**src/rtl/core/sexp_pkg.sv**
```systemverilog
package sexp_pkg;

   localparam int POSITION_WIDTH_DEF = 16;
   localparam int VALUE_WIDTH_DEF    = 32;

   // result queue depth, a power of two holding two full runs
   localparam int QUEUE_DEPTH = 4;

   typedef enum logic [3:0] {
      KIND_OPEN    = 4'd0,
      KIND_CLOSE   = 4'd1,
      KIND_QUOTE   = 4'd2,
      KIND_IDENT   = 4'd3,
      KIND_STRING  = 4'd4,
      KIND_NUMBER  = 4'd5,
      KIND_TRUE    = 4'd6,
      KIND_FALSE   = 4'd7,
      KIND_BADHASH = 4'd8,
      KIND_END     = 4'd9
   } kind_type;

   typedef enum logic [2:0] {
      ST_IDLE    = 3'd0,
      ST_COMMENT = 3'd1,
      ST_HASH    = 3'd2,
      ST_STRING  = 3'd3,
      ST_NUMBER  = 3'd4,
      ST_IDENT   = 3'd5
   } scan_state_type;

   localparam logic [7:0] CHR_NUL    = 8'h00;
   localparam logic [7:0] CHR_TAB    = 8'h09;
   localparam logic [7:0] CHR_NL     = 8'h0A;
   localparam logic [7:0] CHR_CR     = 8'h0D;
   localparam logic [7:0] CHR_SPACE  = 8'h20;
   localparam logic [7:0] CHR_DQUOTE = 8'h22;
   localparam logic [7:0] CHR_HASH   = 8'h23;
   localparam logic [7:0] CHR_QUOTE  = 8'h27;
   localparam logic [7:0] CHR_OPEN   = 8'h28;
   localparam logic [7:0] CHR_CLOSE  = 8'h29;
   localparam logic [7:0] CHR_ZERO   = 8'h30;
   localparam logic [7:0] CHR_NINE   = 8'h39;
   localparam logic [7:0] CHR_SEMI   = 8'h3B;
   localparam logic [7:0] CHR_F      = 8'h66;
   localparam logic [7:0] CHR_T      = 8'h74;

   function automatic logic is_space(input logic [7:0] c);
      return (c == CHR_SPACE) || ((c >= CHR_TAB) && (c <= CHR_CR));
   endfunction

   function automatic logic is_digit(input logic [7:0] c);
      return (c >= CHR_ZERO) && (c <= CHR_NINE);
   endfunction

endpackage

```
**src/rtl/core/sexp_text_if.sv**
```systemverilog
interface sexp_text_if;
   logic       valid;
   logic       ready;
   logic       mode;
   logic [7:0] text_byte;

   modport source (output valid, output mode, output text_byte, input ready);
   modport sink   (input valid, input mode, input text_byte, output ready);
endinterface

```
**src/rtl/core/sexp_token_if.sv**
```systemverilog
interface sexp_token_if import sexp_pkg::*; #(
   parameter int POSITION_WIDTH = POSITION_WIDTH_DEF,
   parameter int VALUE_WIDTH    = VALUE_WIDTH_DEF
);
   logic                      valid;
   logic                      ready;
   logic [3:0]                token_kind;
   logic [POSITION_WIDTH-1:0] start_line;
   logic [POSITION_WIDTH-1:0] start_column;
   logic [POSITION_WIDTH-1:0] token_length;
   logic [VALUE_WIDTH-1:0]    number_value;
   logic                      last_of_run;

   modport source (output valid, output token_kind, output start_line, output start_column,
                   output token_length, output number_value, output last_of_run,
                   input ready);
   modport sink   (input valid, input token_kind, input start_line, input start_column,
                   input token_length, input number_value, input last_of_run,
                   output ready);
endinterface

```
**src/rtl/core/s_expression_tokenizer.sv**
```systemverilog
// channel  | dir | handshake           | payload
// ---------+-----+---------------------+-----------------------------------------------
// req      | in  | req.valid/req.ready | mode, text_byte
// rsp      | out | rsp.valid/rsp.ready | token_kind, start_line, start_column,
//          |     |                     | token_length, number_value, last_of_run
//
// one item a cycle while the queue has room for two tokens: the byte sits in the input
// register while the scanner updates its state and pushes zero, one or two tokens into
// a four entry result queue, from which the first token of the item shows on rsp
// an item that gives two tokens takes two rsp transfers, the queue absorbs the extra one
// reset (synchronous) puts positions at line 1 column 1 and empties the queue
// a stalled rsp backs up into the queue, then the input register, then req.ready
module s_expression_tokenizer import sexp_pkg::*; #(
   parameter int POSITION_WIDTH = POSITION_WIDTH_DEF,
   parameter int VALUE_WIDTH    = VALUE_WIDTH_DEF
) (
   input logic          clock,
   input logic          reset,
   sexp_text_if.sink    req,
   sexp_token_if.source rsp
);

   localparam int PTR_W = $clog2(QUEUE_DEPTH);
   localparam int CNT_W = $clog2(QUEUE_DEPTH + 1);

   typedef struct packed {
      kind_type                  kind;
      logic [POSITION_WIDTH-1:0] line;
      logic [POSITION_WIDTH-1:0] col;
      logic [POSITION_WIDTH-1:0] len;
      logic [VALUE_WIDTH-1:0]    value;
      logic                      last;
   } entry_type;

   // input register
   logic       in_v_ff, in_v_in;
   logic       in_mode_ff;
   logic [7:0] in_byte_ff;
   logic       take, proc;

   // scanner outputs
   logic [1:0]                     tok_count;
   kind_type                       tok_kind [2];
   logic [1:0][POSITION_WIDTH-1:0] tok_line, tok_column, tok_length;
   logic [1:0][VALUE_WIDTH-1:0]    tok_value;

   // result queue
   entry_type        q_ff [QUEUE_DEPTH];
   entry_type        ent0, ent1;
   logic [PTR_W-1:0] wr_ptr_ff, wr_ptr_in, wr_ptr_nx, rd_ptr_ff, rd_ptr_in;
   logic [CNT_W-1:0] cnt_ff, cnt_in;
   logic [1:0]       push_cnt;
   logic             pop;

   // the scanner runs only when the queue has room for a full two token run
   assign proc      = in_v_ff && (cnt_ff <= CNT_W'(QUEUE_DEPTH - 2));
   assign req.ready = !in_v_ff || proc;
   assign take      = req.valid && req.ready;
   assign in_v_in   = take ? 1'b1 : (proc ? 1'b0 : in_v_ff);

   always_ff @(posedge clock) begin
      if (reset) begin
         in_v_ff <= 1'b0;
      end else begin
         in_v_ff <= in_v_in;
      end
   end

   always_ff @(posedge clock) begin
      if (take) begin
         in_mode_ff <= req.mode;
         in_byte_ff <= req.text_byte;
      end
   end

   sexp_scan #(
      .POSITION_WIDTH (POSITION_WIDTH),
      .VALUE_WIDTH    (VALUE_WIDTH)
   ) u_scan (
      .clock      (clock),
      .reset      (reset),
      .step       (proc),
      .mode       (in_mode_ff),
      .text_byte  (in_byte_ff),
      .tok_count  (tok_count),
      .tok_kind   (tok_kind),
      .tok_line   (tok_line),
      .tok_column (tok_column),
      .tok_length (tok_length),
      .tok_value  (tok_value)
   );

   // last_of_run marks the final token of the item
   always_comb begin
      ent0 = '{kind: tok_kind[0], line: tok_line[0], col: tok_column[0],
               len: tok_length[0], value: tok_value[0], last: (tok_count == 2'd1)};
      ent1 = '{kind: tok_kind[1], line: tok_line[1], col: tok_column[1],
               len: tok_length[1], value: tok_value[1], last: 1'b1};
   end

   assign push_cnt  = proc ? tok_count : 2'd0;
   assign pop       = rsp.valid && rsp.ready;
   assign wr_ptr_nx = wr_ptr_ff + PTR_W'(1);
   assign wr_ptr_in = wr_ptr_ff + PTR_W'(push_cnt);
   assign rd_ptr_in = rd_ptr_ff + PTR_W'(pop);
   assign cnt_in    = cnt_ff + CNT_W'(push_cnt) - CNT_W'(pop);

   always_ff @(posedge clock) begin
      if (reset) begin
         wr_ptr_ff <= '0;
         rd_ptr_ff <= '0;
         cnt_ff    <= '0;
      end else begin
         wr_ptr_ff <= wr_ptr_in;
         rd_ptr_ff <= rd_ptr_in;
         cnt_ff    <= cnt_in;
      end
   end

   always_ff @(posedge clock) begin
      for (int i = 0; i < QUEUE_DEPTH; i++) begin
         if (push_cnt != 2'd0 && wr_ptr_ff == PTR_W'(i)) begin
            q_ff[i] <= ent0;
         end else if (push_cnt == 2'd2 && wr_ptr_nx == PTR_W'(i)) begin
            q_ff[i] <= ent1;
         end
      end
   end

   assign rsp.valid        = (cnt_ff != CNT_W'(0));
   assign rsp.token_kind   = q_ff[rd_ptr_ff].kind;
   assign rsp.start_line   = q_ff[rd_ptr_ff].line;
   assign rsp.start_column = q_ff[rd_ptr_ff].col;
   assign rsp.token_length = q_ff[rd_ptr_ff].len;
   assign rsp.number_value = q_ff[rd_ptr_ff].value;
   assign rsp.last_of_run  = q_ff[rd_ptr_ff].last;

   a_queue_bound: assert property (@(posedge clock) disable iff (reset)
      cnt_ff <= CNT_W'(QUEUE_DEPTH))
      else $error("result queue overrun");

   a_run_complete: assert property (@(posedge clock) disable iff (reset)
      rsp.valid && !rsp.last_of_run |-> cnt_ff >= CNT_W'(2))
      else $error("run split across a gap in the queue");

   a_held_item: assert property (@(posedge clock) disable iff (reset)
      in_v_ff && !proc |=> in_v_ff && $stable(in_byte_ff) && $stable(in_mode_ff))
      else $error("waiting item lost or changed");

endmodule

```
**src/rtl/core/sexp_scan.sv**
```systemverilog
module sexp_scan import sexp_pkg::*; #(
   parameter int POSITION_WIDTH = POSITION_WIDTH_DEF,
   parameter int VALUE_WIDTH    = VALUE_WIDTH_DEF
) (
   input  logic                           clock,
   input  logic                           reset,
   input  logic                           step,
   input  logic                           mode,
   input  logic [7:0]                     text_byte,
   output logic [1:0]                     tok_count,
   output kind_type                       tok_kind   [2],
   output logic [1:0][POSITION_WIDTH-1:0] tok_line,
   output logic [1:0][POSITION_WIDTH-1:0] tok_column,
   output logic [1:0][POSITION_WIDTH-1:0] tok_length,
   output logic [1:0][VALUE_WIDTH-1:0]    tok_value
);

   localparam logic [POSITION_WIDTH-1:0] POS_MAX  = '1;
   localparam logic [POSITION_WIDTH-1:0] POS_ZERO = POSITION_WIDTH'(0);
   localparam logic [POSITION_WIDTH-1:0] POS_ONE  = POSITION_WIDTH'(1);
   localparam logic [POSITION_WIDTH-1:0] POS_TWO  = POSITION_WIDTH'(2);
   localparam logic [VALUE_WIDTH-1:0]    VAL_ZERO = VALUE_WIDTH'(0);

   function automatic logic [POSITION_WIDTH-1:0] sat_inc(input logic [POSITION_WIDTH-1:0] v);
      return (v == POS_MAX) ? v : v + POS_ONE;
   endfunction

   scan_state_type            state_ff, state_in;
   logic [POSITION_WIDTH-1:0] line_ff, line_in;
   logic [POSITION_WIDTH-1:0] col_ff, col_in;
   logic [POSITION_WIDTH-1:0] tline_ff, tline_in;
   logic [POSITION_WIDTH-1:0] tcol_ff, tcol_in;
   logic [POSITION_WIDTH-1:0] len_ff, len_in;
   logic [VALUE_WIDTH-1:0]    acc_ff, acc_in;
   logic                      done_ff, done_in;

   // first slot: pending token flushed or #t/#f; second slot: fresh token or end
   logic                      a_v, b_v, fresh;
   kind_type                  a_kind, b_kind;
   logic [POSITION_WIDTH-1:0] a_line, a_col, a_len, b_line, b_col, b_len;
   logic [VALUE_WIDTH-1:0]    a_val, digit_val, acc_x10;
   logic                      eot;

   assign eot       = mode || (text_byte == CHR_NUL);
   assign digit_val = {{(VALUE_WIDTH-4){1'b0}}, text_byte[3:0]};
   assign acc_x10   = (acc_ff << 3) + (acc_ff << 1) + digit_val;

   always_ff @(posedge clock) begin
      if (reset) begin
         state_ff <= ST_IDLE;
         line_ff  <= POS_ONE;
         col_ff   <= POS_ONE;
         tline_ff <= POS_ONE;
         tcol_ff  <= POS_ONE;
         len_ff   <= POS_ZERO;
         acc_ff   <= VAL_ZERO;
         done_ff  <= 1'b0;
      end else if (step) begin
         state_ff <= state_in;
         line_ff  <= line_in;
         col_ff   <= col_in;
         tline_ff <= tline_in;
         tcol_ff  <= tcol_in;
         len_ff   <= len_in;
         acc_ff   <= acc_in;
         done_ff  <= done_in;
      end
   end

   always_comb begin
      state_in = state_ff;
      line_in  = line_ff;
      col_in   = col_ff;
      tline_in = tline_ff;
      tcol_in  = tcol_ff;
      len_in   = len_ff;
      acc_in   = acc_ff;
      done_in  = done_ff;
      fresh    = 1'b0;

      a_v    = 1'b0;
      a_kind = KIND_BADHASH;
      a_line = tline_ff;
      a_col  = tcol_ff;
      a_len  = len_ff;
      a_val  = VAL_ZERO;

      b_v    = 1'b0;
      b_kind = KIND_END;
      b_line = line_ff;
      b_col  = col_ff;
      b_len  = POS_ZERO;

      // pending token, used on end of text and when a byte closes it
      case (state_ff)
         ST_HASH:   begin a_kind = KIND_BADHASH; a_len = POS_ONE; end
         ST_STRING: a_kind = KIND_STRING;
         ST_NUMBER: begin a_kind = KIND_NUMBER; a_val = acc_ff; end
         ST_IDENT:  a_kind = KIND_IDENT;
         default:   a_kind = KIND_BADHASH;
      endcase

      if (done_ff) begin
         b_v = 1'b1;
      end else if (eot) begin
         a_v      = (state_ff != ST_IDLE) && (state_ff != ST_COMMENT);
         b_v      = 1'b1;
         state_in = ST_IDLE;
         done_in  = 1'b1;
      end else begin
         case (state_ff)
            ST_COMMENT: begin
               if (text_byte == CHR_NL) state_in = ST_IDLE;
            end
            ST_HASH: begin
               if (text_byte == CHR_T || text_byte == CHR_F) begin
                  a_v      = 1'b1;
                  a_kind   = (text_byte == CHR_T) ? KIND_TRUE : KIND_FALSE;
                  a_len    = POS_TWO;
                  state_in = ST_IDLE;
               end else begin
                  a_v   = 1'b1;
                  fresh = 1'b1;
               end
            end
            ST_STRING: begin
               if (text_byte == CHR_DQUOTE) begin
                  a_v      = 1'b1;
                  state_in = ST_IDLE;
               end else begin
                  len_in = sat_inc(len_ff);
               end
            end
            ST_NUMBER: begin
               if (is_digit(text_byte)) begin
                  acc_in = acc_x10;
                  len_in = sat_inc(len_ff);
               end else begin
                  a_v   = 1'b1;
                  fresh = 1'b1;
               end
            end
            ST_IDENT: begin
               if (is_space(text_byte) || text_byte == CHR_CLOSE) begin
                  a_v   = 1'b1;
                  fresh = 1'b1;
               end else begin
                  len_in = sat_inc(len_ff);
               end
            end
            default: fresh = 1'b1;
         endcase

         // byte opens whatever follows
         if (fresh) begin
            state_in = ST_IDLE;
            b_len    = POS_ONE;
            if (is_space(text_byte)) begin
               state_in = ST_IDLE;
            end else if (text_byte == CHR_SEMI) begin
               state_in = ST_COMMENT;
            end else if (text_byte == CHR_QUOTE) begin
               b_v    = 1'b1;
               b_kind = KIND_QUOTE;
            end else if (text_byte == CHR_OPEN) begin
               b_v    = 1'b1;
               b_kind = KIND_OPEN;
            end else if (text_byte == CHR_CLOSE) begin
               b_v    = 1'b1;
               b_kind = KIND_CLOSE;
            end else if (text_byte == CHR_HASH) begin
               tline_in = line_ff;
               tcol_in  = col_ff;
               state_in = ST_HASH;
            end else if (text_byte == CHR_DQUOTE) begin
               // string starts at the byte after the quote
               tline_in = line_ff;
               tcol_in  = sat_inc(col_ff);
               len_in   = POS_ZERO;
               state_in = ST_STRING;
            end else begin
               tline_in = line_ff;
               tcol_in  = col_ff;
               len_in   = POS_ONE;
               if (is_digit(text_byte)) begin
                  acc_in   = digit_val;
                  state_in = ST_NUMBER;
               end else begin
                  acc_in   = VAL_ZERO;
                  state_in = ST_IDENT;
               end
            end
         end

         if (text_byte == CHR_NL) begin
            line_in = sat_inc(line_ff);
            col_in  = POS_ONE;
         end else begin
            col_in = sat_inc(col_ff);
         end
      end

      // pack the two candidate tokens into the lowest slots
      if (a_v) begin
         tok_count     = b_v ? 2'd2 : 2'd1;
         tok_kind[0]   = a_kind;
         tok_line[0]   = a_line;
         tok_column[0] = a_col;
         tok_length[0] = a_len;
         tok_value[0]  = a_val;
      end else begin
         tok_count     = b_v ? 2'd1 : 2'd0;
         tok_kind[0]   = b_kind;
         tok_line[0]   = b_line;
         tok_column[0] = b_col;
         tok_length[0] = b_len;
         tok_value[0]  = VAL_ZERO;
      end
      tok_kind[1]   = b_kind;
      tok_line[1]   = b_line;
      tok_column[1] = b_col;
      tok_length[1] = b_len;
      tok_value[1]  = VAL_ZERO;
   end

   a_done_sticky: assert property (@(posedge clock) disable iff (reset)
      done_ff |=> done_ff)
      else $error("end of text flag dropped");

   a_done_frozen: assert property (@(posedge clock) disable iff (reset)
      step && done_ff |=> $stable(line_ff) && $stable(col_ff) && $stable(state_ff))
      else $error("state moved after end of text");

   a_end_emits: assert property (@(posedge clock) disable iff (reset)
      step && (eot || done_ff) |-> tok_count != 2'd0)
      else $error("end of text gave no token");

   a_count_range: assert property (@(posedge clock) disable iff (reset)
      tok_count != 2'd3)
      else $error("more than two tokens from one item");

endmodule

```
**src/flat_wrapper.sv**
```systemverilog
// flat-port wrapper written by rule: the top's interface ports become plain ports
module s_expression_tokenizer_flat import sexp_pkg::*;
#(
   parameter int POSITION_WIDTH = POSITION_WIDTH_DEF,
   parameter int VALUE_WIDTH    = VALUE_WIDTH_DEF
)
  (clock, reset, req_valid, req_mode, req_text_byte, req_ready, rsp_valid, rsp_token_kind, rsp_start_line, rsp_start_column, rsp_token_length, rsp_number_value, rsp_last_of_run, rsp_ready);
  sexp_text_if req_i ();
  sexp_token_if #(.POSITION_WIDTH(POSITION_WIDTH), .VALUE_WIDTH(VALUE_WIDTH)) rsp_i ();
  input logic clock;
  input logic reset;
  input wire logic [$bits(req_i.valid)-1:0] req_valid;
  input wire logic [$bits(req_i.mode)-1:0] req_mode;
  input wire logic [$bits(req_i.text_byte)-1:0] req_text_byte;
  output wire logic [$bits(req_i.ready)-1:0] req_ready;
  output wire logic [$bits(rsp_i.valid)-1:0] rsp_valid;
  output wire logic [$bits(rsp_i.token_kind)-1:0] rsp_token_kind;
  output wire logic [$bits(rsp_i.start_line)-1:0] rsp_start_line;
  output wire logic [$bits(rsp_i.start_column)-1:0] rsp_start_column;
  output wire logic [$bits(rsp_i.token_length)-1:0] rsp_token_length;
  output wire logic [$bits(rsp_i.number_value)-1:0] rsp_number_value;
  output wire logic [$bits(rsp_i.last_of_run)-1:0] rsp_last_of_run;
  input wire logic [$bits(rsp_i.ready)-1:0] rsp_ready;
  assign req_i.valid = req_valid;
  assign req_i.mode = req_mode;
  assign req_i.text_byte = req_text_byte;
  assign req_ready = req_i.ready;
  assign rsp_valid = rsp_i.valid;
  assign rsp_token_kind = rsp_i.token_kind;
  assign rsp_start_line = rsp_i.start_line;
  assign rsp_start_column = rsp_i.start_column;
  assign rsp_token_length = rsp_i.token_length;
  assign rsp_number_value = rsp_i.number_value;
  assign rsp_last_of_run = rsp_i.last_of_run;
  assign rsp_i.ready = rsp_ready;
  s_expression_tokenizer #(.POSITION_WIDTH(POSITION_WIDTH), .VALUE_WIDTH(VALUE_WIDTH)) u_core (.clock(clock), .reset(reset), .req(req_i), .rsp(rsp_i));
endmodule
```
**config.mk**
```make
export PLATFORM = sky130hd
export DESIGN_NAME = s_expression_tokenizer_flat
export DESIGN_NICKNAME = d
export VERILOG_FILES = /design/src/rtl/core/sexp_pkg.sv /design/src/rtl/core/sexp_text_if.sv /design/src/rtl/core/sexp_token_if.sv /design/src/rtl/core/s_expression_tokenizer.sv /design/src/rtl/core/sexp_scan.sv /design/src/flat_wrapper.sv
export SDC_FILE = /design/constraint.sdc
export NUM_CORES = 1
export LEC_CHECK = 0
export ABC_AREA = 1
export BUFFER_PORTS_ARGS = -buffer_cell sky130_fd_sc_hd__buf_2
export CAP_MARGIN = 10
export CORE_UTILIZATION = 40
export CTS_CLUSTER_SIZE = 8
export DETAILED_ROUTE_END_ITERATION = 7
export MAX_ROUTING_LAYER = met4
export PLACE_DENSITY = 0.66
export SLEW_MARGIN = 15
export SYNTH_ARGS = -nofsm -noshare
export SYNTH_HDL_FRONTEND = slang
export SYNTH_SLANG_ARGS = --single-unit
export TNS_END_PERCENT = 1
```
**constraint.sdc**
```tcl
create_clock -name clock -period 10.5 [get_ports clock]
set_input_delay 1.05 -clock clock [delete_from_list [all_inputs] [get_ports clock]]
set_output_delay 1.05 -clock clock [all_outputs]
set_load 0.005 [all_outputs]
```
==> key figures, run 1 <==
Status
  • Status: complete, no violations

Worst hold path
  • Hold Crit Class: reg2reg

Timing
  • F_max: 169 MHz
  • Unrepaired setup endpoints after global routing: false
  • Hold Slack: 0.450 ns
  • Hold Violations, Final: 0
  • Fin. max-slew vios: 0
  • Slew @ Worst Pin: 1.19 ns
  • Worst Skew: 0.0151 ns
  • Worst slew margin: 20.5%
  • Setup TNS Final: 0 ns
  • Fin crit period: 5.91 ns
  • Tcrit/Tclk final: 56.3%
  • Final setup viols: 0

Route
  • Via count: 21600
  • Final wirelength: 70400 um
  • Met2 Wirelength: 31400 um
  • Detail Route Antenna Nets: 0
  • First-pass iteration count of the detailed router: 6
  • Initial DRC count: 1907
  • WL per Instance: 17.5 um
  • Average vias per placed instance: 5.37
  • DRT met1 WL: 32400 um
  • Drc violations: 0
  • DR WL met3: 5160 um
  • Top layer in use: met4

Final layout
  • P&R area growth vs syn: 12.6%
  • Non-filler instance count after layout: 4025
  • Fin util: 45.6%
  • Share of cells above drive strength 1: 8.73%
  • # nets final: 3210
  • Fillers: 6110

Clock network
  • Post-CTS Resized: 0
  • Worst-Skew Late Latency: 0.60 ns
  • H-tree levels: 3
  • Clock tree root buffer cell: clkbuf_16
  • TritonCTS clock tree: done
  • Clk sinks: 473
  • Clock Path Buffers: 3
  • Cts hold-fix bufs: 0
  • Clock slew at reported path FFs: 0.05 ns
  • CTS Buf Count: 69
  • Post-CTS Setup Inserts: 0

Global route
  • Vias in the first global route: 20000
  • Global route overflow: 0
  • First-pass GRT wire length: 111000 um
  • Antenna violations before repair: 5
  • Largest net degree at the start of global routing: 92
  • Gr usage total: 22.7%

Die
  • Die Wd: 252 um
  • Chip Height: 252 um
  • Initial core utilization: 40.5%
  • Die area: 63600 um^2
  • Core ar.: 61700 um^2
  • I/O pin count: 100
  • # rows: 91

Setup path
  • Crit end category: flip-flop
  • Crit path buf inv count: 7
  • Crit-path max cell delay: 0.87 ns
  • Crit-path cells: nand2_1, inv_1, nand2_2, inv_1, nand2_1, nand4_2, nand2_4, inv_2, ha_1, inv_1, nor2_1, nor2_1, nor2_4, inv_1, nand2_2, buf_4, inv_2, nand2_1, o21ai_0
  • CP Max Fanout: 53
  • CP most frequent cell: inv_1
  • FF-to-FF setup slack: 4.59 ns
  • Worst path required time: 10.95 ns
  • Crit-path leading delay family: simple AND/OR/NAND/NOR gates
  • Crit path DAT: 6.36 ns
  • Slowest-stage cell, CP: nor2_4
  • Kind of critical path: reg2reg
  • Startpoint types: flip-flop

Yosys
  • Avg Cell Area, Syn: 8.08 um^2
  • Post-synth top flop: edfxtp_1
  • EDFF count, synth: 300
  • Mapped Cells: 3096
  • Warnings from Yosys: 0
  • Synthesis-stage register bit count: 473
  • Post-synthesis sequential area ratio: 49.8%
  • Mapped Nets: 3179
  • Syn Std Cell Area: 25000 um^2
  • Post-synth cell types: 54
  • Post-synth ARST share: 0%

Power and ir drop
  • Psw: 0.00176 W
  • Leakage dissipation: 11.3 nW
  • Share of power burned in registers: 39.5%
  • Power Density: 196 nW/um^2
  • Int Pwr: 0.00377 W
  • Combinational fraction of design power: 22.6%
  • Max IR drop VDD: 0.117 mV
  • Clock power frac: 37.9%
  • Switching Share: 31.8%
  • Pwr Total: 0.00553 W

Place
  • Placed Instances: 3893
  • Hpwl dp: 45000 um
  • Port bufs: 99
  • GP Congestion: 0.961

Job
  • Maxcap violations: 0
==> final timing paths <==
path / start / depth (start not counted) / endpoint
setup reg to reg: u_core.in_byte_ff[1]$_DFFE_PP_ / 19 / u_core.q_ff[2][12]$_SDFFE_PP0P_
setup / recovery: u_core.in_byte_ff[1]$_DFFE_PP_ / 19 / u_core.q_ff[2][12]$_SDFFE_PP0P_
hold reg to reg: u_core.u_scan.a_line[2]$_SDFFE_PP0P_ / 2 / u_core.u_scan.a_line[2]$_SDFFE_PP0P_
hold / removal: u_core.u_scan.a_line[2]$_SDFFE_PP0P_ / 2 / u_core.u_scan.a_line[2]$_SDFFE_PP0P_
==> registers in the layout (all words and copies together) (netlist names), 3 cells and up <==
signal                  count
u_core.in_byte_ff           8
u_core.q_ff               340
u_core.cnt_ff               3
u_core.u_scan.b_col        16
u_core.u_scan.state_ff      3
u_core.u_scan.b_line       16
u_core.u_scan.a_line       16
u_core.u_scan.acc_ff       32
u_core.u_scan.len_ff       16
u_core.u_scan.a_col        16
==> layer usage <==
metal / vias to the layer above / track usage, %
li1: 10700 / -
met4: 0 / 6.68
met3: 95 / 3.49
met1: 10100 / 31.1
met5: - / -
met2: 728 / 34.6
==> cell type report <==
cell class / instances / area (um^2) / share of cell area, %
Sequential cell: 473 / 12500 / 44.3
Tap cell: 837 / 1050 / 3.72
Inverter: 226 / 852 / 3.02
Clock inverter: 8 / 103 / 0.364
Clock buffer: 120 / 1940 / 6.88
Multi-Input combinational cell: 2235 / 11100 / 39.3
Antenna cell: 4 / 10.0 / 0.0355
Timing Repair Buffer: 122 / 668 / 2.37
==> synthesized netlist by cell type (9+ instances only) <==
cell	instances	area [um^2]
o21ai_1	31	155
o21ai_0	399	2000
o22ai_1	86	538
clkbuf_1	116	435
nand4_1	30	188
nand3_1	274	1370
dfxtp_1	173	3460
nand2_1	551	2070
inv_2	14	52.6
inv_1	208	781
or2_2	20	125
xor2_1	18	158
nor2_2	9	56.3
o211ai_1	20	150
edfxtp_1	300	9010
ha_1	67	838
nor2_1	476	1790
or2_1	15	93.8
nor3_1	34	170
buf_2	23	115
a21oi_1	135	676
buf_1	14	52.6
==> cell usage in the layout, fill, tap and decap left out, types with 70 or more instances in the layout <==
cell type,count
a21oi_1,135
buf_2,99
clkbuf_16,70
dfxtp_1,171
edfxtp_1,300
inv_1,206
nand2_1,551
nand3_1,274
nor2_1,476
o21ai_0,396
o22ai_1,86
==> kinds of logic after synthesis <==
logic type / after synthesis / share of synthesized area [%]
xor+xnor: 26 / 0.910
simple gates: 1446 / 24.7
compound gates: 693 / 14.8
buf+inv: 388 / 6.13
fa+ha+maj: 70 / 3.59
flops: 473 / 49.8
==> worst reg2reg max path, cell delays in order, from the launching register on <==
cell	delay [ns]
edfxtp_1	0.48
nand2_1	0.19
inv_1	0.08
nand2_2	0.31
inv_1	0.29
nand2_1	0.19
nand4_2	0.14
nand2_4	0.44
inv_2	0.08
ha_1	0.31
inv_1	0.09
nor2_1	0.24
nor2_1	0.24
nor2_4	0.87
inv_1	0.18
nand2_2	0.11
buf_4	0.53
inv_2	0.61
nand2_1	0.24
o21ai_0	0.12
==> power by group through the flow <==
stage,combinational [W],sequential [W],clock (W)
floorplan,0.000804,0.00220,0
global placement,0.00124,0.00222,0
detailed placement,0.00125,0.00222,0
CTS,0.00126,0.00218,0.00213
global route,0.00139,0.00219,0.00221
finish,0.00125,0.00218,0.00210
==> through the flow <==
step / area [um^2] / setup slack, ns
after CTS: 28200 / 4.58
final: 28200 / 4.59
after detailed placement: 26100 / 4.66
after global routing: 28200 / 4.10
after floorplan: 25000 / 1.58
after global placement: 26100 / 4.98
(Power assumes the default switching activity.)
==> inputs of run 2 (changes only) <==
--- a/config.mk
+++ b/config.mk
@@ -12,7 +12,7 @@
 export CTS_CLUSTER_SIZE = 8
 export DETAILED_ROUTE_END_ITERATION = 7
 export MAX_ROUTING_LAYER = met4
-export PLACE_DENSITY = 0.66
+export PLACE_DENSITY = 0.68
 export SLEW_MARGIN = 15
 export SYNTH_ARGS = -nofsm -noshare
 export SYNTH_HDL_FRONTEND = slang
==> constraint.sdc (replaced) <==
create_clock -name clock -period 5.25 [get_ports clock]
set_input_delay 0.525 -clock clock [delete_from_list [all_inputs] [get_ports clock]]
set_output_delay 0.525 -clock clock [all_outputs]
set_load 0.005 [all_outputs]
==> run 2 against run 1 <==
  * Power up 100%
  * Hold slack lost 0.31 ns
  * Critical path depth is 4 lower
  * Clock power increased by 99%
  * Maximum frequency up 35%
  * Combinational power up 110%
  * Flip-flop and latch count is the same
  * Register-to-register slack lost 3.7 ns
  * Clock skew up 0.011 ns
  * Wire length increased by 0.19%
  * Critical path type unchanged
  * Largest cell class unchanged
==> key figures, run 2 (same netlist as run 1, synthesis figures left out) <==
Final layout
  • Commonest non-fill, non-tap cells in the layout: nand2_1, nor2_1, o21ai_0 (unchanged)
  • Top reg by flops: u_core.q_ff (unchanged)
  • Fin util: 45.8% (was 45.6%)
  • Share of cells above drive strength 1: 8.86% (was 8.73%)
  • P&R area growth vs syn: 12.8% (was 12.6%)
  • Final Cell Area: 28200 um^2 (about the same)
  • Top flop regs: u_core.q_ff (340), u_core.u_scan.acc_ff (32) (unchanged)
  • Commonest non-fill, non-tap cell in the layout: nand2_1 (unchanged)
  • Largest register FFs: 340 (unchanged)
  • # nets final: 3214 (was 3210)

Route
  • Detail Route Antenna Nets: 0 (unchanged)
  • WL per Instance: 17.5 um (about the same)
  • Via count: 21800 (was 21600)
  • Initial DRC count: 2084 (was 1907)
  • Average vias per placed instance: 5.41 (was 5.37)
  • Drc violations: 0 (unchanged)
  • Final wirelength: 70600 um (was 70400 um)
  • First-pass iteration count of the detailed router: 6 (unchanged)

Clock network
  • Post-CTS Resized: 0 (unchanged)
  • Post-CTS Setup Inserts: 0 (unchanged)
  • Clk sinks: 473 (unchanged)
  • H-tree levels: 3 (unchanged)
  • Cts hold-fix bufs: 0 (unchanged)
  • Worst-Skew Late Latency: 0.61 ns (was 0.60 ns)
  • TritonCTS clock tree: done (unchanged)
  • Clock tree root buffer cell: clkbuf_16 (unchanged)
  • Clock Path Buffers: 3 (unchanged)
  • Clock slew at reported path FFs: 0.05 ns (about the same)
  • CTS Buf Count: 69 (unchanged)

Timing
  • Hold Violations, Final: 0 (unchanged)
  • Fin. max-slew vios: 0 (unchanged)
  • F_max: 228 MHz (was 169 MHz)
  • Worst Skew: 0.0266 ns (was 0.0151 ns)
  • Tcrit/Tclk final: 83.4% (was 56.3%)
  • Unrepaired setup endpoints after global routing: false (unchanged)
  • Hold Slack: 0.140 ns (was 0.450 ns)
  • Worst slew margin: 24.0% (was 20.5%)
  • Setup TNS Final: 0 ns (unchanged)
  • Slew @ Worst Pin: 1.14 ns (was 1.19 ns)
  • Fin crit period: 4.38 ns (was 5.91 ns)
  • Final setup viols: 0 (unchanged)

Die
  • # rows: 91 (unchanged)
  • Core ar.: 61700 um^2 (unchanged)
  • I/O pin count: 100 (unchanged)
  • Die Wd: 252 um (unchanged)
  • Die area: 63600 um^2 (unchanged)
  • Initial core utilization: 40.5% (unchanged)
  • Chip Height: 252 um (unchanged)

Power and ir drop
  • Max IR drop VDD: 0.192 mV (was 0.117 mV)
  • Leakage dissipation: 11.3 nW (about the same)
  • Power Density: 392 nW/um^2 (was 196 nW/um^2)

Setup path
  • Crit path DAT: 4.63 ns (was 6.36 ns)
  • CP Max Fanout: 62 (was 53)
  • Crit end category: flip-flop (unchanged)
  • Startpoint types: flip-flop (unchanged)
  • Kind of critical path: reg2reg (unchanged)
  • Worst R2R Path Depth: 15 (was 19)
  • Worst path required time: 5.50 ns (was 10.95 ns)

Place
  • Placed cell area: 26200 um^2 (was 26100 um^2)
  • GP Congestion: 0.954 (was 0.961)
  • Hpwl dp: 43600 um (was 45000 um)
  • Port bufs: 99 (unchanged)

Global route
  • Vias in the first global route: 20200 (was 20000)
  • Gr usage total: 22.7% (about the same)
  • Global route overflow: 0 (unchanged)
  • First-pass GRT wire length: 112000 um (was 111000 um)
  • Antenna violations before repair: 2 (was 5)
  • Largest net degree at the start of global routing: 111 (was 92)

Worst hold path
  • Worst Hold Depth: 1 (was 2)
  • Hold Crit Class: in2reg (was reg2reg)

Job
  • Maxcap violations: 0 (unchanged)

Status
  • Status: complete, no violations (unchanged)
[run 2: cell types whose count changed in the layout (fill, tap and decap cells not counted), sizes merged]
cell    previous run  this run
buf              122       126
clkbuf           120       117
diode              4         2
inv              228       226
[run 2: final timing paths]
check | endpoint | start | slack [ns]
min | u_core.in_byte_ff[4]$_DFFE_PP_ | req_text_byte[4] | 0.14
max | u_core.q_ff[1][19]$_SDFFCE_PP0P_ | u_core.in_byte_ff[1]$_DFFE_PP_ | 0.87
max reg2reg | u_core.q_ff[1][19]$_SDFFCE_PP0P_ | u_core.in_byte_ff[1]$_DFFE_PP_ | 0.87
min reg2reg | u_core.q_ff[2][41]$_SDFFE_PP0P_ | u_core.q_ff[2][41]$_SDFFE_PP0P_ | 0.45
[run 2: final cells by class]
cell class              count  area (um^2)
multi-input cells        2235        11100
clock buffers             117         1950
clock inverters             6          100
flip-flops and latches    473        12500
fillers                  5982        33500
well taps                 837         1050
inverters                 226          852
repair buffers            126          736
diodes                      2         5.00
[run 2: per-layer routing]
metal	vias up	track usage (%)	wire [um]
met3	105	2.76	4260
li1	10700	-	-
met4	0	6.53	1470
met1	10300	31.6	33400
met5	-	-	0
met2	701	34.9	31400
[run 2: through the flow]
| step | power (W) | cells | setup WS [ns] |
|---|---|---|---|
| final | 0.0111 | 4022 | 0.871 |
| after global routing | 0.0116 | 4022 | 0.540 |
| after CTS | 0.0111 | 4020 | 0.884 |
| after detailed placement | 0.00695 | 3897 | 0.891 |
| after global placement | 0.00693 | 3897 | 1.00 |
| after floorplan | 0.00599 | 3096 | -1.38 |
[run 2: worst max-delay path, stage by stage (launching register included)]
cell	delay [ns]
edfxtp_1	0.48
nand2_1	0.22
inv_1	0.09
nand2_2	0.33
inv_1	0.31
nand2_1	0.20
nand4_2	0.14
nand2_4	0.08
inv_2	0.04
ha_1	0.28
inv_1	0.09
nor2_1	0.24
nor2_1	0.08
buf_4	0.18
o21ai_4	0.80
buf_12	0.44
[run 2: power breakdown]
part / total (W) / switching [W] / internal (W)
Sequential: 0.00432 / 0.0000764 / 0.00424
Combinational: 0.00257 / 0.00178 / 0.000798
Clock: 0.00418 / 0.00165 / 0.00253
Total: 0.0111 / 0.00350 / 0.00757
==> inputs of run 3 (changes only) <==
--- a/config.mk
+++ b/config.mk
@@ -12,7 +12,7 @@
 export CTS_CLUSTER_SIZE = 8
 export DETAILED_ROUTE_END_ITERATION = 7
 export MAX_ROUTING_LAYER = met4
-export PLACE_DENSITY = 0.68
+export PLACE_DENSITY = 0.66
 export SLEW_MARGIN = 15
 export SYNTH_ARGS = -nofsm -noshare
 export SYNTH_HDL_FRONTEND = slang
==> constraint.sdc (replaced) <==
create_clock -name clock -period 4.3 [get_ports clock]
set_input_delay 0.43 -clock clock [delete_from_list [all_inputs] [get_ports clock]]
set_output_delay 0.43 -clock clock [all_outputs]
set_load 0.005 [all_outputs]
==> run 3 against run 2 <==
  * Via count up 0.61%
  * Critical path depth up 5
  * Cell area up 0.58%
  * Clock skew down 0.00090 ns
  * Wire length up 1.9%
  * Clock-buffer cell count up 3
  * Sequential share of layout area down 0.26 points
  * Highest routed layer unchanged
  * Non-clock buffer count up 20
==> key figures, run 3 (same netlist as run 1, synthesis figures left out) <==
Global route
  • Gr usage total: 23.2% (was 22.7%)
  • Global route overflow: 0 (unchanged)
  • Largest net degree at the start of global routing: 81 (was 111)
  • Antenna violations before repair: 1 (was 2)
  • First-pass GRT wire length: 113000 um (was 112000 um)
  • Vias in the first global route: 20300 (was 20200)

Clock network
  • Clock Path Buffers: 3 (unchanged)
  • Clock slew at reported path FFs: 0.05 ns (about the same)
  • CTS Buf Count: 69 (unchanged)
  • TritonCTS clock tree: done (unchanged)
  • Clock tree root buffer cell: clkbuf_16 (unchanged)
  • Clk sinks: 473 (unchanged)
  • Cts hold-fix bufs: 1 (was 0)
  • H-tree levels: 3 (unchanged)
  • Post-CTS Setup Inserts: 0 (unchanged)
  • Worst-Skew Late Latency: 0.61 ns (about the same)
  • Post-CTS Resized: 0 (unchanged)

Worst hold path
  • Hold Crit Class: in2reg (unchanged)

Timing
  • PnR worst setup slack: 0.675 ns (was 0.871 ns)
  • Fin. max-slew vios: 0 (unchanged)
  • Setup TNS Final: 0 ns (unchanged)
  • Tcrit/Tclk final: 84.3% (was 83.4%)
  • F_max: 276 MHz (was 228 MHz)
  • Slew @ Worst Pin: 1.03 ns (was 1.14 ns)
  • Worst Skew: 0.0257 ns (was 0.0266 ns)
  • Hold Violations, Final: 0 (unchanged)
  • Fin crit period: 3.62 ns (was 4.38 ns)
  • Final setup viols: 0 (unchanged)
  • Worst slew margin: 31.3% (was 24.0%)
  • Unrepaired setup endpoints after global routing: false (unchanged)

Die
  • Initial core utilization: 40.5% (unchanged)
  • Die area: 63600 um^2 (unchanged)
  • I/O pin count: 100 (unchanged)
  • # rows: 91 (unchanged)
  • Core ar.: 61700 um^2 (unchanged)
  • Chip Height: 252 um (unchanged)
  • Die Wd: 252 um (unchanged)

Setup path
  • Crit path DAT: 4.14 ns (was 4.63 ns)
  • CP most frequent cell: nand2_1 (was inv_1)
  • Kind of critical path: reg2reg (unchanged)
  • Crit-path cells: nor2_4, nand2_1, nand3_1, nand2_1, nand2_1, nand3_4, nand2_1, nand2_1, ha_1, inv_1, nor2_1, nor2_1, buf_4, nor2_4, inv_1, nand2_2, inv_2, buf_4, nand2_1, o21ai_0 (was nand2_1, inv_1, nand2_2, inv_1, nand2_1, nand4_2, nand2_4, inv_2, ha_1, inv_1, nor2_1, nor2_1, buf_4, o21ai_4, buf_12)
  • Crit path buf inv count: 5 (was 6)
  • Crit end category: flip-flop (unchanged)
  • Crit-path leading delay family: simple AND/OR/NAND/NOR gates (unchanged)
  • Slowest-stage cell, CP: edfxtp_1 (was o21ai_4)
  • Startpoint types: flip-flop (unchanged)
  • Worst path required time: 4.81 ns (was 5.50 ns)
  • Crit-path max cell delay: 0.52 ns (was 0.80 ns)
  • CP Max Fanout: 28 (was 62)

Route
  • Drc violations: 0 (unchanged)
  • Average vias per placed instance: 5.41 (about the same)
  • Final wirelength: 71900 um (was 70600 um)
  • Initial DRC count: 1952 (was 2084)
  • Detail Route Antenna Nets: 0 (unchanged)
  • WL per Instance: 17.8 um (was 17.5 um)
  • Via count: 21900 (was 21800)
  • First-pass iteration count of the detailed router: 6 (unchanged)

Power and ir drop
  • Leakage dissipation: 11.5 nW (was 11.3 nW)
  • Max IR drop VDD: 0.227 mV (was 0.192 mV)
  • Pwr Total: 0.0136 W (was 0.0111 W)
  • Power Density: 478 nW/um^2 (was 392 nW/um^2)

Final layout
  • # nets final: 3234 (was 3214)
  • P&R area growth vs syn: 13.5% (was 12.8%)
  • Top reg by flops: u_core.q_ff (unchanged)
  • Final Cell Area: 28400 um^2 (was 28200 um^2)
  • Largest register FFs: 340 (unchanged)
  • Share of cells above drive strength 1: 9.41% (was 8.86%)
  • Commonest non-fill, non-tap cells in the layout: nand2_1, nor2_1, o21ai_0 (unchanged)
  • Commonest non-fill, non-tap cell in the layout: nand2_1 (unchanged)
  • Top flop regs: u_core.q_ff (340), u_core.u_scan.acc_ff (32) (unchanged)
  • Fin util: 46.0% (was 45.8%)

Place
  • Port bufs: 99 (unchanged)
  • GP Congestion: 0.948 (was 0.954)
  • Placed cell area: 26300 um^2 (was 26200 um^2)
  • Hpwl dp: 45200 um (was 43600 um)
  • Place WS: 0.726 ns (was 0.891 ns)

Job
  • Maxcap violations: 0 (unchanged)

Status
  • Status: complete, no violations (unchanged)
run 3: area by class of cell:
class                           instances  area, um^2
Fill cell                            6117       33300
Sequential cell                       473       12500
Multi-Input combinational cell       2235       11100
Clock buffer                          120        1930
Tap cell                              837        1050
Timing Repair Buffer                  146         913
Inverter                              226         852
Clock inverter                          8         110
Antenna cell                            1        2.50
run 3: report_power, final:
| group | internal, W | switching (W) | leakage [nW] |
|---|---|---|---|
| Clock | 0.00305 | 0.00203 | 0.966 |
| Combinational | 0.00102 | 0.00215 | 6.25 |
| Sequential | 0.00517 | 0.000163 | 4.25 |
run 3: layer usage:
layer | global-route usage (%) | share of wire, %
met1 | 31.8 | 46
met2 | 34.8 | 44
met3 | 3.43 | 7.0
met4 | 8.24 | 2.7
met5 | - | 0
run 3: final timing paths:
path                                         from                                    to  slack [ns]  depth (start not counted)
max                u_core.in_byte_ff[2]$_DFFE_PP_       u_core.q_ff[2][27]$_SDFFE_PP0P_        0.68                         20
min reg2reg  u_core.u_scan.a_line[7]$_SDFFE_PP0P_  u_core.u_scan.a_line[7]$_SDFFE_PP0P_        0.45                          2
min                              req_text_byte[2]        u_core.in_byte_ff[2]$_DFFE_PP_        0.03                          1
max reg2reg        u_core.in_byte_ff[2]$_DFFE_PP_       u_core.q_ff[2][27]$_SDFFE_PP0P_        0.68                         20
run 3: per-stage QoR:
step | hold WS, ns | std cells
3_3_place_gp | 0.436 | 3916
5_1_grt | 0.0212 | 4046
3_5_place_dp | 0.440 | 3916
6_report | 0.0269 | 4046
2_1_floorplan | 0.423 | 3096
4_1_cts | 0.0115 | 4045
